--- src/sv/asseq_pkg.sv ---
// Shared types, codes and decode functions of the airspeed sensor sample sequencer.
package asseq_pkg;

	localparam int TIME_WIDTH_DEFAULT = 32;

	localparam logic [7:0]  COLLECT_DELAY_RESET = 8'd10;
	localparam logic [15:0] STALE_LIMIT_RESET   = 16'd100;

	// Configuration register indexes.
	localparam logic REG_COLLECT_DELAY = 1'b0;
	localparam logic REG_STALE_LIMIT   = 1'b1;

	// Input item kinds. The last code is reserved and changes nothing.
	localparam logic [1:0] ACT_TICK     = 2'd0;
	localparam logic [1:0] ACT_MEASURE  = 2'd1;
	localparam logic [1:0] ACT_READ     = 2'd2;
	localparam logic [1:0] ACT_RESERVED = 2'd3;

	// Bus requests on a tick.
	localparam logic [1:0] REQ_NONE    = 2'd0;
	localparam logic [1:0] REQ_MEASURE = 2'd1;
	localparam logic [1:0] REQ_READ    = 2'd2;

	localparam logic [13:0] PRESSURE_MID = 14'd8192;
	localparam int          TEMP_DIVISOR = 2047;

	typedef struct packed {
		logic [7:0]  collect_delay_ms;
		logic [15:0] stale_limit_ms;
	} asseq_cfg_t;

	// Distance of the raw 14-bit pressure from mid-scale.
	function automatic logic [13:0] pressure_distance(input logic [13:0] praw);
		logic [13:0] distance;
		if (praw[13]) begin
			distance = {1'b0, praw[12:0]};
		end else begin
			distance = PRESSURE_MID - praw;
		end
		return distance;
	endfunction

	// (200 * traw) / 2047 - 50. The quotient estimate p >> 11 is low by at most one,
	// since the remainder p - q0 * 2047 = (p mod 2048) + q0 stays below twice the divisor.
	function automatic logic signed [8:0] temperature_degc(input logic [10:0] traw);
		logic [18:0] prod;
		logic [7:0]  q0;
		logic [11:0] rem;
		logic [7:0]  quot;
		prod = {1'b0, traw, 7'd0} + {2'd0, traw, 6'd0} + {5'd0, traw, 3'd0};
		q0   = prod[18:11];
		rem  = {1'b0, prod[10:0]} + {4'd0, q0};
		quot = (rem >= 12'(TEMP_DIVISOR)) ? q0 + 8'd1 : q0;
		return $signed({1'b0, quot}) - 9'sd50;
	endfunction

endpackage

--- src/sv/asseq_in_if.sv ---
// Input channel of the sequencer: tick, measure outcome or read response.
interface asseq_in_if;
	logic       valid;
	logic       ready;
	logic [1:0] action;
	logic       bus_ok;
	logic [7:0] byte_zero;
	logic [7:0] byte_one;
	logic [7:0] byte_two;
	logic [7:0] byte_three;

	modport source (
		output valid, action, bus_ok, byte_zero, byte_one, byte_two, byte_three,
		input  ready
	);
	modport sink (
		input  valid, action, bus_ok, byte_zero, byte_one, byte_two, byte_three,
		output ready
	);
endinterface

--- src/sv/asseq_out_if.sv ---
// Result channel of the sequencer: bus request and current sample.
interface asseq_out_if;
	logic              valid;
	logic              ready;
	logic [1:0]        bus_request;
	logic [13:0]       pressure_counts;
	logic signed [8:0] temperature_c;
	logic              sample_fresh;

	modport source (
		output valid, bus_request, pressure_counts, temperature_c, sample_fresh,
		input  ready
	);
	modport sink (
		input  valid, bus_request, pressure_counts, temperature_c, sample_fresh,
		output ready
	);
endinterface

--- src/sv/asseq_regs.sv ---
// APB configuration registers of the sequencer.
module asseq_regs (
	input  logic                  clk,
	input  logic                  arst_n,
	input  logic                  psel,
	input  logic                  penable,
	input  logic                  pwrite,
	input  logic [2:0]            paddr,
	input  logic [31:0]           pwdata,
	output logic [31:0]           prdata,
	output logic                  pready,
	output asseq_pkg::asseq_cfg_t cfg
);
	import asseq_pkg::*;

	logic [7:0]  collect_delay_q;
	logic [15:0] stale_limit_q;
	logic        wr_en;

	assign pready = 1'b1;
	assign wr_en  = psel && penable && pwrite && pready;

	always_ff @(posedge clk or negedge arst_n) begin
		if (!arst_n) begin
			collect_delay_q <= COLLECT_DELAY_RESET;
			stale_limit_q   <= STALE_LIMIT_RESET;
		end else if (wr_en) begin
			case (paddr[2])
				REG_COLLECT_DELAY: collect_delay_q <= pwdata[7:0];
				REG_STALE_LIMIT:   stale_limit_q   <= pwdata[15:0];
				default: ;
			endcase
		end
	end

	always_comb begin
		case (paddr[2])
			REG_COLLECT_DELAY: prdata = {24'd0, collect_delay_q};
			REG_STALE_LIMIT:   prdata = {16'd0, stale_limit_q};
			default:           prdata = 32'd0;
		endcase
	end

	assign cfg.collect_delay_ms = collect_delay_q;
	assign cfg.stale_limit_ms   = stale_limit_q;
endmodule

--- src/sv/asseq_core.sv ---
// Input register, sequencing state and decode, and the result register.
module asseq_core #(
	parameter int TIME_WIDTH = asseq_pkg::TIME_WIDTH_DEFAULT
) (
	input  logic                  clk,
	input  logic                  arst_n,
	input  asseq_pkg::asseq_cfg_t cfg,
	asseq_in_if.sink              item,
	asseq_out_if.source           result
);
	import asseq_pkg::*;

	typedef logic [TIME_WIDTH-1:0] tm_t;

	// Input register.
	logic       valid_s1;
	logic [1:0] action_s1;
	logic       ok_s1;
	logic [7:0] b0_s1, b1_s1, b2_s1, b3_s1;

	// Sequencing state.
	tm_t               now_q, start_q, last_q;
	logic              pending_q;
	logic [13:0]       pressure_q;
	logic signed [8:0] temp_q;

	// Result register.
	logic              res_valid_q;
	logic [1:0]        res_request_q;
	logic              res_fresh_q;

	logic              advance, fire;
	logic              tick, keep;
	tm_t               now_nx, last_nx, elapsed, age;
	logic [1:0]        request;
	logic [13:0]       pressure_nx;
	logic signed [8:0] temp_nx;

	// The result register frees up when it is empty or its beat is taken.
	assign advance    = !res_valid_q || result.ready;
	assign fire       = valid_s1 && advance;
	assign item.ready = !valid_s1 || advance;

	always_ff @(posedge clk or negedge arst_n) begin
		if (!arst_n) begin
			valid_s1 <= 1'b0;
		end else if (item.ready) begin
			valid_s1 <= item.valid;
		end
	end

	always_ff @(posedge clk) begin
		if (item.ready && item.valid) begin
			action_s1 <= item.action;
			ok_s1     <= item.bus_ok;
			b0_s1     <= item.byte_zero;
			b1_s1     <= item.byte_one;
			b2_s1     <= item.byte_two;
			b3_s1     <= item.byte_three;
		end
	end

	always_comb begin
		tick    = (action_s1 == ACT_TICK);
		now_nx  = tick ? now_q + tm_t'(1) : now_q;
		elapsed = now_nx - start_q;
		request = REQ_NONE;
		if (tick) begin
			if (!pending_q) begin
				request = REQ_MEASURE;
			end else if (elapsed > tm_t'(cfg.collect_delay_ms)) begin
				request = REQ_READ;
			end
		end
		// Status codes 2 and 3 have the top bit set and reject the sample.
		keep        = (action_s1 == ACT_READ) && ok_s1 && !b0_s1[7];
		pressure_nx = keep ? pressure_distance({b0_s1[5:0], b1_s1}) : pressure_q;
		temp_nx     = keep ? temperature_degc({b2_s1, b3_s1[7:5]}) : temp_q;
		last_nx     = keep ? now_nx : last_q;
		age         = now_nx - last_nx;
	end

	always_ff @(posedge clk or negedge arst_n) begin
		if (!arst_n) begin
			now_q      <= '0;
			start_q    <= '0;
			last_q     <= '0;
			pending_q  <= 1'b0;
			pressure_q <= '0;
			temp_q     <= '0;
		end else if (fire) begin
			now_q      <= now_nx;
			last_q     <= last_nx;
			pressure_q <= pressure_nx;
			temp_q     <= temp_nx;
			case (action_s1)
				ACT_MEASURE: begin
					pending_q <= ok_s1;
					if (ok_s1) begin
						start_q <= now_q;
					end
				end
				ACT_READ: pending_q <= 1'b0;
				default: ;
			endcase
		end
	end

	always_ff @(posedge clk or negedge arst_n) begin
		if (!arst_n) begin
			res_valid_q <= 1'b0;
		end else if (advance) begin
			res_valid_q <= valid_s1;
		end
	end

	always_ff @(posedge clk) begin
		if (fire) begin
			res_request_q <= request;
			res_fresh_q   <= (age <= tm_t'(cfg.stale_limit_ms));
		end
	end

	assign result.valid           = res_valid_q;
	assign result.bus_request     = res_request_q;
	assign result.pressure_counts = pressure_q;
	assign result.temperature_c   = temp_q;
	assign result.sample_fresh    = res_fresh_q;
endmodule

--- src/sv/airspeed_sensor_sample_sequencer.sv ---
// Top level of the airspeed sensor sample sequencer.
//
//   channel  dir  handshake                 beat
//   item     in   valid / ready             action, bus_ok, byte_zero..byte_three
//   result   out  valid / ready             bus_request, pressure_counts,
//                                           temperature_c, sample_fresh
//   apb      in   psel, penable, pready     collect_delay_ms @0, stale_limit_ms @4
//
// An item is taken into the input register, then decoded and applied to the
// state as its result beat is loaded into the result register. One item per
// cycle is sustained while results are taken; the only loop is the state update
// itself. A stall on the result side holds the result register and then the input
// register, so ready drops only when both are full. Reset is asynchronous and
// clears the time counters, the stores and the pending flag with no clearing pass.
module airspeed_sensor_sample_sequencer #(
	parameter int TIME_WIDTH = asseq_pkg::TIME_WIDTH_DEFAULT
) (
	input  logic        clk,
	input  logic        arst_n,
	asseq_in_if.sink    item,
	asseq_out_if.source result,
	input  logic        psel,
	input  logic        penable,
	input  logic        pwrite,
	input  logic [2:0]  paddr,
	input  logic [31:0] pwdata,
	output logic [31:0] prdata,
	output logic        pready
);
	import asseq_pkg::*;

	asseq_cfg_t cfg;

	asseq_regs u_regs (
		.clk     (clk),
		.arst_n  (arst_n),
		.psel    (psel),
		.penable (penable),
		.pwrite  (pwrite),
		.paddr   (paddr),
		.pwdata  (pwdata),
		.prdata  (prdata),
		.pready  (pready),
		.cfg     (cfg)
	);

	asseq_core #(
		.TIME_WIDTH (TIME_WIDTH)
	) u_core (
		.clk    (clk),
		.arst_n (arst_n),
		.cfg    (cfg),
		.item   (item),
		.result (result)
	);
endmodule

--- src/flat_wrapper.sv ---
// flat-port wrapper written by rule: the top's interface ports become plain ports
module airspeed_sensor_sample_sequencer_flat import asseq_pkg::*;
#(
	parameter int TIME_WIDTH = asseq_pkg::TIME_WIDTH_DEFAULT
)
  (clk, arst_n, psel, penable, pwrite, paddr, pwdata, prdata, pready, item_valid, item_action, item_bus_ok, item_byte_zero, item_byte_one, item_byte_two, item_byte_three, item_ready, result_valid, result_bus_request, result_pressure_counts, result_temperature_c, result_sample_fresh, result_ready);
  asseq_in_if item_i ();
  asseq_out_if result_i ();
  input  logic clk;
  input  logic arst_n;
  input  logic psel;
  input  logic penable;
  input  logic pwrite;
  input  logic [2:0] paddr;
  input  logic [31:0] pwdata;
  output logic [31:0] prdata;
  output logic pready;
  input wire logic [$bits(item_i.valid)-1:0] item_valid;
  input wire logic [$bits(item_i.action)-1:0] item_action;
  input wire logic [$bits(item_i.bus_ok)-1:0] item_bus_ok;
  input wire logic [$bits(item_i.byte_zero)-1:0] item_byte_zero;
  input wire logic [$bits(item_i.byte_one)-1:0] item_byte_one;
  input wire logic [$bits(item_i.byte_two)-1:0] item_byte_two;
  input wire logic [$bits(item_i.byte_three)-1:0] item_byte_three;
  output wire logic [$bits(item_i.ready)-1:0] item_ready;
  output wire logic [$bits(result_i.valid)-1:0] result_valid;
  output wire logic [$bits(result_i.bus_request)-1:0] result_bus_request;
  output wire logic [$bits(result_i.pressure_counts)-1:0] result_pressure_counts;
  output wire logic [$bits(result_i.temperature_c)-1:0] result_temperature_c;
  output wire logic [$bits(result_i.sample_fresh)-1:0] result_sample_fresh;
  input wire logic [$bits(result_i.ready)-1:0] result_ready;
  assign item_i.valid = item_valid;
  assign item_i.action = item_action;
  assign item_i.bus_ok = item_bus_ok;
  assign item_i.byte_zero = item_byte_zero;
  assign item_i.byte_one = item_byte_one;
  assign item_i.byte_two = item_byte_two;
  assign item_i.byte_three = item_byte_three;
  assign item_ready = item_i.ready;
  assign result_valid = result_i.valid;
  assign result_bus_request = result_i.bus_request;
  assign result_pressure_counts = result_i.pressure_counts;
  assign result_temperature_c = result_i.temperature_c;
  assign result_sample_fresh = result_i.sample_fresh;
  assign result_i.ready = result_ready;
  airspeed_sensor_sample_sequencer #(.TIME_WIDTH(TIME_WIDTH)) u_core (.clk(clk), .arst_n(arst_n), .item(item_i), .result(result_i), .psel(psel), .penable(penable), .pwrite(pwrite), .paddr(paddr), .pwdata(pwdata), .prdata(prdata), .pready(pready));
endmodule
--- config.mk ---
export PLATFORM = sky130hd
export DESIGN_NAME = airspeed_sensor_sample_sequencer_flat
export DESIGN_NICKNAME = d
export VERILOG_FILES = /design/src/sv/asseq_pkg.sv /design/src/sv/asseq_in_if.sv /design/src/sv/asseq_out_if.sv /design/src/sv/asseq_regs.sv /design/src/sv/asseq_core.sv /design/src/sv/airspeed_sensor_sample_sequencer.sv /design/src/flat_wrapper.sv
export SDC_FILE = /design/constraint.sdc
export NUM_CORES = 1
export LEC_CHECK = 0
export ABC_CLOCK_PERIOD_IN_PS = 6300
export BUFFER_PORTS_ARGS = -buffer_cell sky130_fd_sc_hd__buf_2
export CORE_MARGIN = 1
export CORE_UTILIZATION = 31
export CTS_BUF_LIST = sky130_fd_sc_hd__clkbuf_2 sky130_fd_sc_hd__clkbuf_4 sky130_fd_sc_hd__clkbuf_8
export DETAILED_ROUTE_END_ITERATION = 8
export GPL_ROUTABILITY_DRIVEN = 1
export GPL_TIMING_DRIVEN = 0
export PLACE_DENSITY = 0.53
export RECOVER_POWER = 25
export SLEW_MARGIN = 20
export SYNTH_ARGS = -nofsm -noshare
export SYNTH_HDL_FRONTEND = slang
export SYNTH_SLANG_ARGS = --single-unit
--- constraint.sdc ---
create_clock -name clk -period 6.3 [get_ports clk]
set_clock_uncertainty 0.1 [all_clocks]
set_input_delay 0.63 -clock clk [delete_from_list [all_inputs] [get_ports clk]]
set_output_delay 0.63 -clock clk [all_outputs]
set_load 0.1 [all_outputs]
==> flow_metrics.env <==
export IMPL_cts_tree="yes"
export IMPL_p_total_w=0.00584
export IMPL_endpoint_kind="flip-flop"
export IMPL_critPathLaunchType="flip-flop"
export IMPL_ant_nets=0
export IMPL_ys_types=86
export IMPL_wirelength_mm=34.8
export IMPL_timing_rr_start="u_core.u_core.b3_s1[6]"
export IMPL_num_vias=10700
export IMPL_relSlewSlack_pct=-170
export IMPL_setup_viol=0
export IMPL_yosys_area_top_type="dfrtp_1"
export IMPL_dr_pass1_iters=4
export IMPL_finalHoldViolations=0
export IMPL_p_sw_w=0.00282
export IMPL_antenna_found_initial=1
export IMPL_grt_max_degree=78
export IMPL_synthesis_area_mm2=0.0135
export IMPL_drc=0
export IMPL_syn2layout_area_growth_pct=14.8
export IMPL_drive_gt1_share_pct=18.1
export IMPL_peakVddDrop_uv=378
export IMPL_detailed_place_hpwl_mm=27.7
export IMPL_first_global_vias=10800
export IMPL_synth_area_leaders="dfrtp_1 26%, ha_1 11%, edfxtp_1 7.1%"
export IMPL_async_flop_share_pct=82.0
export IMPL_violations="max-capacitance violations, max-slew violations"
export IMPL_synth_common_cells="141 x dfrtp_1, 132 x nand2_1, 114 x ha_1, 114 x inv_1, 96 x nor2_1"
export IMPL_internal_power_w=0.00302
export IMPL_synth_seq_cells=178
export IMPL_grt_total_usage_pct=16.2
export IMPL_finalSetupTns_ps=0
export IMPL_switching_share_pct=48.4
export IMPL_drtIter0Drc=540
export IMPL_fin_crit_ps=5960
export IMPL_placed_cells=2164
export IMPL_crit_path_start="u_core.u_core.b3_s1[6]"
export IMPL_avgRoutedWirePerCell_um=15.7
export IMPL_seq_area_frac_synth_pct=34.3
export IMPL_hold_start="item_byte_one[1]"
export IMPL_final_util_pct=36.0
export IMPL_synth_edff_count=32
export IMPL_seqPwrFrac_pct=24.4
export IMPL_required_ps=6560
export IMPL_crit_type="flip-flop to flip-flop"
export IMPL_io_pins=138
export IMPL_pwr_share_comb_pct=62.0
export IMPL_cts_sinks=178
export IMPL_die_w_um=211
export IMPL_yosysWarnings=0
export IMPL_post_route_period_util_pct=94.6
export IMPL_cp_max_fo=6
export IMPL_synth_avg_cell_area_um2=9.19
export IMPL_cts_root_buf="clkbuf_8"
export IMPL_slew_violations=70
export IMPL_min_path_type="primary input to flip-flop"
export IMPL_overflow=0
export IMPL_layout_cells_non_filler=2212
export IMPL_htree_levels=4
export IMPL_clockBufferDepth=2
export IMPL_grt_pass1_wl_mm=56.7
export IMPL_die_h_um=211
export IMPL_fin_nets=1815
export IMPL_clk_pin_slew_ps=120
export IMPL_num_rows=76
export IMPL_initial_utilization_pct=31.4
export IMPL_p_leak_nw=7.47
export IMPL_gp_congestion=0.894
export IMPL_fillers=4520
export IMPL_synth_ff_type="dfrtp_1"
export IMPL_power_frac_clock_pct=13.6
export IMPL_numCtsBuffers=17
export IMPL_portBuffers=96
export IMPL_crit_arrival_ps=6230
export IMPL_drv_cap=1
export IMPL_p_per_area_mw_per_mm2=377
export IMPL_synthCells=1467
export IMPL_insertion_delay_ps=510
export IMPL_run_status="finished with violations"
export IMPL_max_slew_worst_pin_slew_ps=4060
export IMPL_synth_most_common_cell="dfrtp_1"
export IMPL_core_area_mm2=0.0430
export IMPL_yosysTopAreaCellShare_pct=26.2
export IMPL_max_freq_mhz=168
export IMPL_routed_via_density=4.85
export IMPL_die_area_mm2=0.0443
## per-stage QoR
stage	instance area [µm²]	hold slack, ps	setup WS, ps
6_report	15500	182	338
5_1_grt	15500	142	-1.89
4_1_cts	15300	130	1.05
2_1_floorplan	13500	234	790
3_5_place_dp	14800	366	-1280
3_3_place_gp	14800	361	-1230
## final timing paths
| path | end | cells after the start | slack (ps) |
|---|---|---|---|
| max | u_core.u_core.result.temperature_c[7] | 22 | 340 |
| min | u_core.u_core.b1_s1[1] | 1 | 180 |
| max reg2reg | u_core.u_core.result.temperature_c[7] | 22 | 340 |
| min reg2reg | u_core.u_core.last_q[22] | 2 | 390 |
| max in group asynchronous | u_core.u_core.last_q[23] | 2 | 1830 |
| min in group asynchronous | u_core.u_core.result.pressure_counts[9] | 2 | 1970 |
## repair_timing
action / CTS / global route
hold buffers: 1 / 0
pin swaps: 5 / 9
endpoints found under the setup margin: 2 / 8
hold endpoints to repair: 63 / 0
gates resized for setup: 22 / 14
buffers inserted: 6 / 9
## flip-flops by register name, indices dropped and copies added (netlist names)
name and cells:
u_core.u_core.result.bus_request 2, u_core.u_core.b0_s1 7, u_core.u_core.ok_s1 1, u_core.u_core.result.sample_fresh 1, u_core.u_core.result.pressure_counts 14, u_core.u_core.pending_q 1
u_core.u_core.valid_s1 1, u_core.u_core.result.valid 1, u_core.u_core.result.temperature_c 9, u_core.u_core.b3_s1 3, u_core.u_regs.stale_limit_q 16, u_core.u_core.start_q 32
u_core.u_core.b1_s1 8, u_core.u_core.action_s1 2, u_core.u_regs.collect_delay_q 8, u_core.u_core.now_q 32, u_core.u_core.b2_s1 8, u_core.u_core.last_q 32
## final cells by class
| class | instances | area (µm²) | share of cell area [%] |
|---|---|---|---|
| antenna | 1 | 2.50 | 0.0162 |
| buffer | 66 | 334 | 2.16 |
| clock buffer | 17 | 234 | 1.51 |
| clock inverter | 15 | 154 | 0.994 |
| inverter | 114 | 428 | 2.76 |
| multi-input combinational | 1123 | 8340 | 53.9 |
| sequential | 178 | 4620 | 29.9 |
| tap | 585 | 732 | 4.73 |
| timing repair buffer | 113 | 637 | 4.11 |
## cells by family (layout without fill, tap and decap cells)
family	Yosys count	in the layout	synth area share, %
DFF	178	178	34.3
and+or+nand+nor	419	419	15.5
other	2	18	0.0557
adders and majority gates	125	125	12.2
AOI/OAI and AO/OA	339	339	16.3
buffers and inverters	181	325	5.61
muxes	95	95	7.72
xor gates and xnor gates	128	128	8.32
## cell usage in the layout (no fill, tap or decap), drive strengths merged, types with 17 or more instances in the layout
cell / netlist / layout
a21o: 37 / 37
a21oi: 85 / 85
buf: 25 / 131
clkbuf: 42 / 64
conb: 2 / 17
dfrtp: 141 / 141
edfxtp: 32 / 32
ha: 114 / 114
inv: 114 / 125
mux2: 72 / 72
mux2i: 23 / 23
nand2: 132 / 132
nand3: 37 / 37
nand4: 28 / 28
nor2: 97 / 97
nor3: 32 / 32
o21a: 21 / 21
o21ai: 95 / 95
xnor2: 80 / 80
xor2: 48 / 48
## power by group through the flow
| stage | Combinational, W | Sequential (W) | Clock [W] |
|---|---|---|---|
| detailed placement | 0.00353 | 0.00145 | 0 |
| CTS | 0.00358 | 0.00143 | 0.000824 |
| floorplan | 0.00242 | 0.00180 | 0 |
| finish | 0.00362 | 0.00142 | 0.000794 |
| global route | 0.00404 | 0.00145 | 0.000866 |
| global placement | 0.00349 | 0.00145 | 0 |
## routing by layer
layer / vias to the layer above / track usage, % / wire length (µm)
met1: 5062 / 22.0 / 17000
met4: 0 / 4.55 / 476
met3: 28 / 2.80 / 1190
met2: 202 / 26.5 / 16200
li1: 5444 / - / -
met5: - / 0 / 0
## critical path: stages (launching register included)
cell	delay, ps
edfxtp_1	520
fa_1	550
ha_1	320
a21o_1	180
a211oi_2	240
o21ai_0	150
a31o_2	270
a21o_1	210
xnor2_2	350
ha_1	240
nand2_1	130
or4b_2	620
a21boi_0	230
o31ai_1	160
a21o_1	270
a21o_1	240
nor2_1	140
xnor2_1	80
ha_1	250
a21oi_2	160
a21bo_2	150
xor2_1	150
o21ai_1	80
Note: power is estimated with default switching activity, not from simulation.
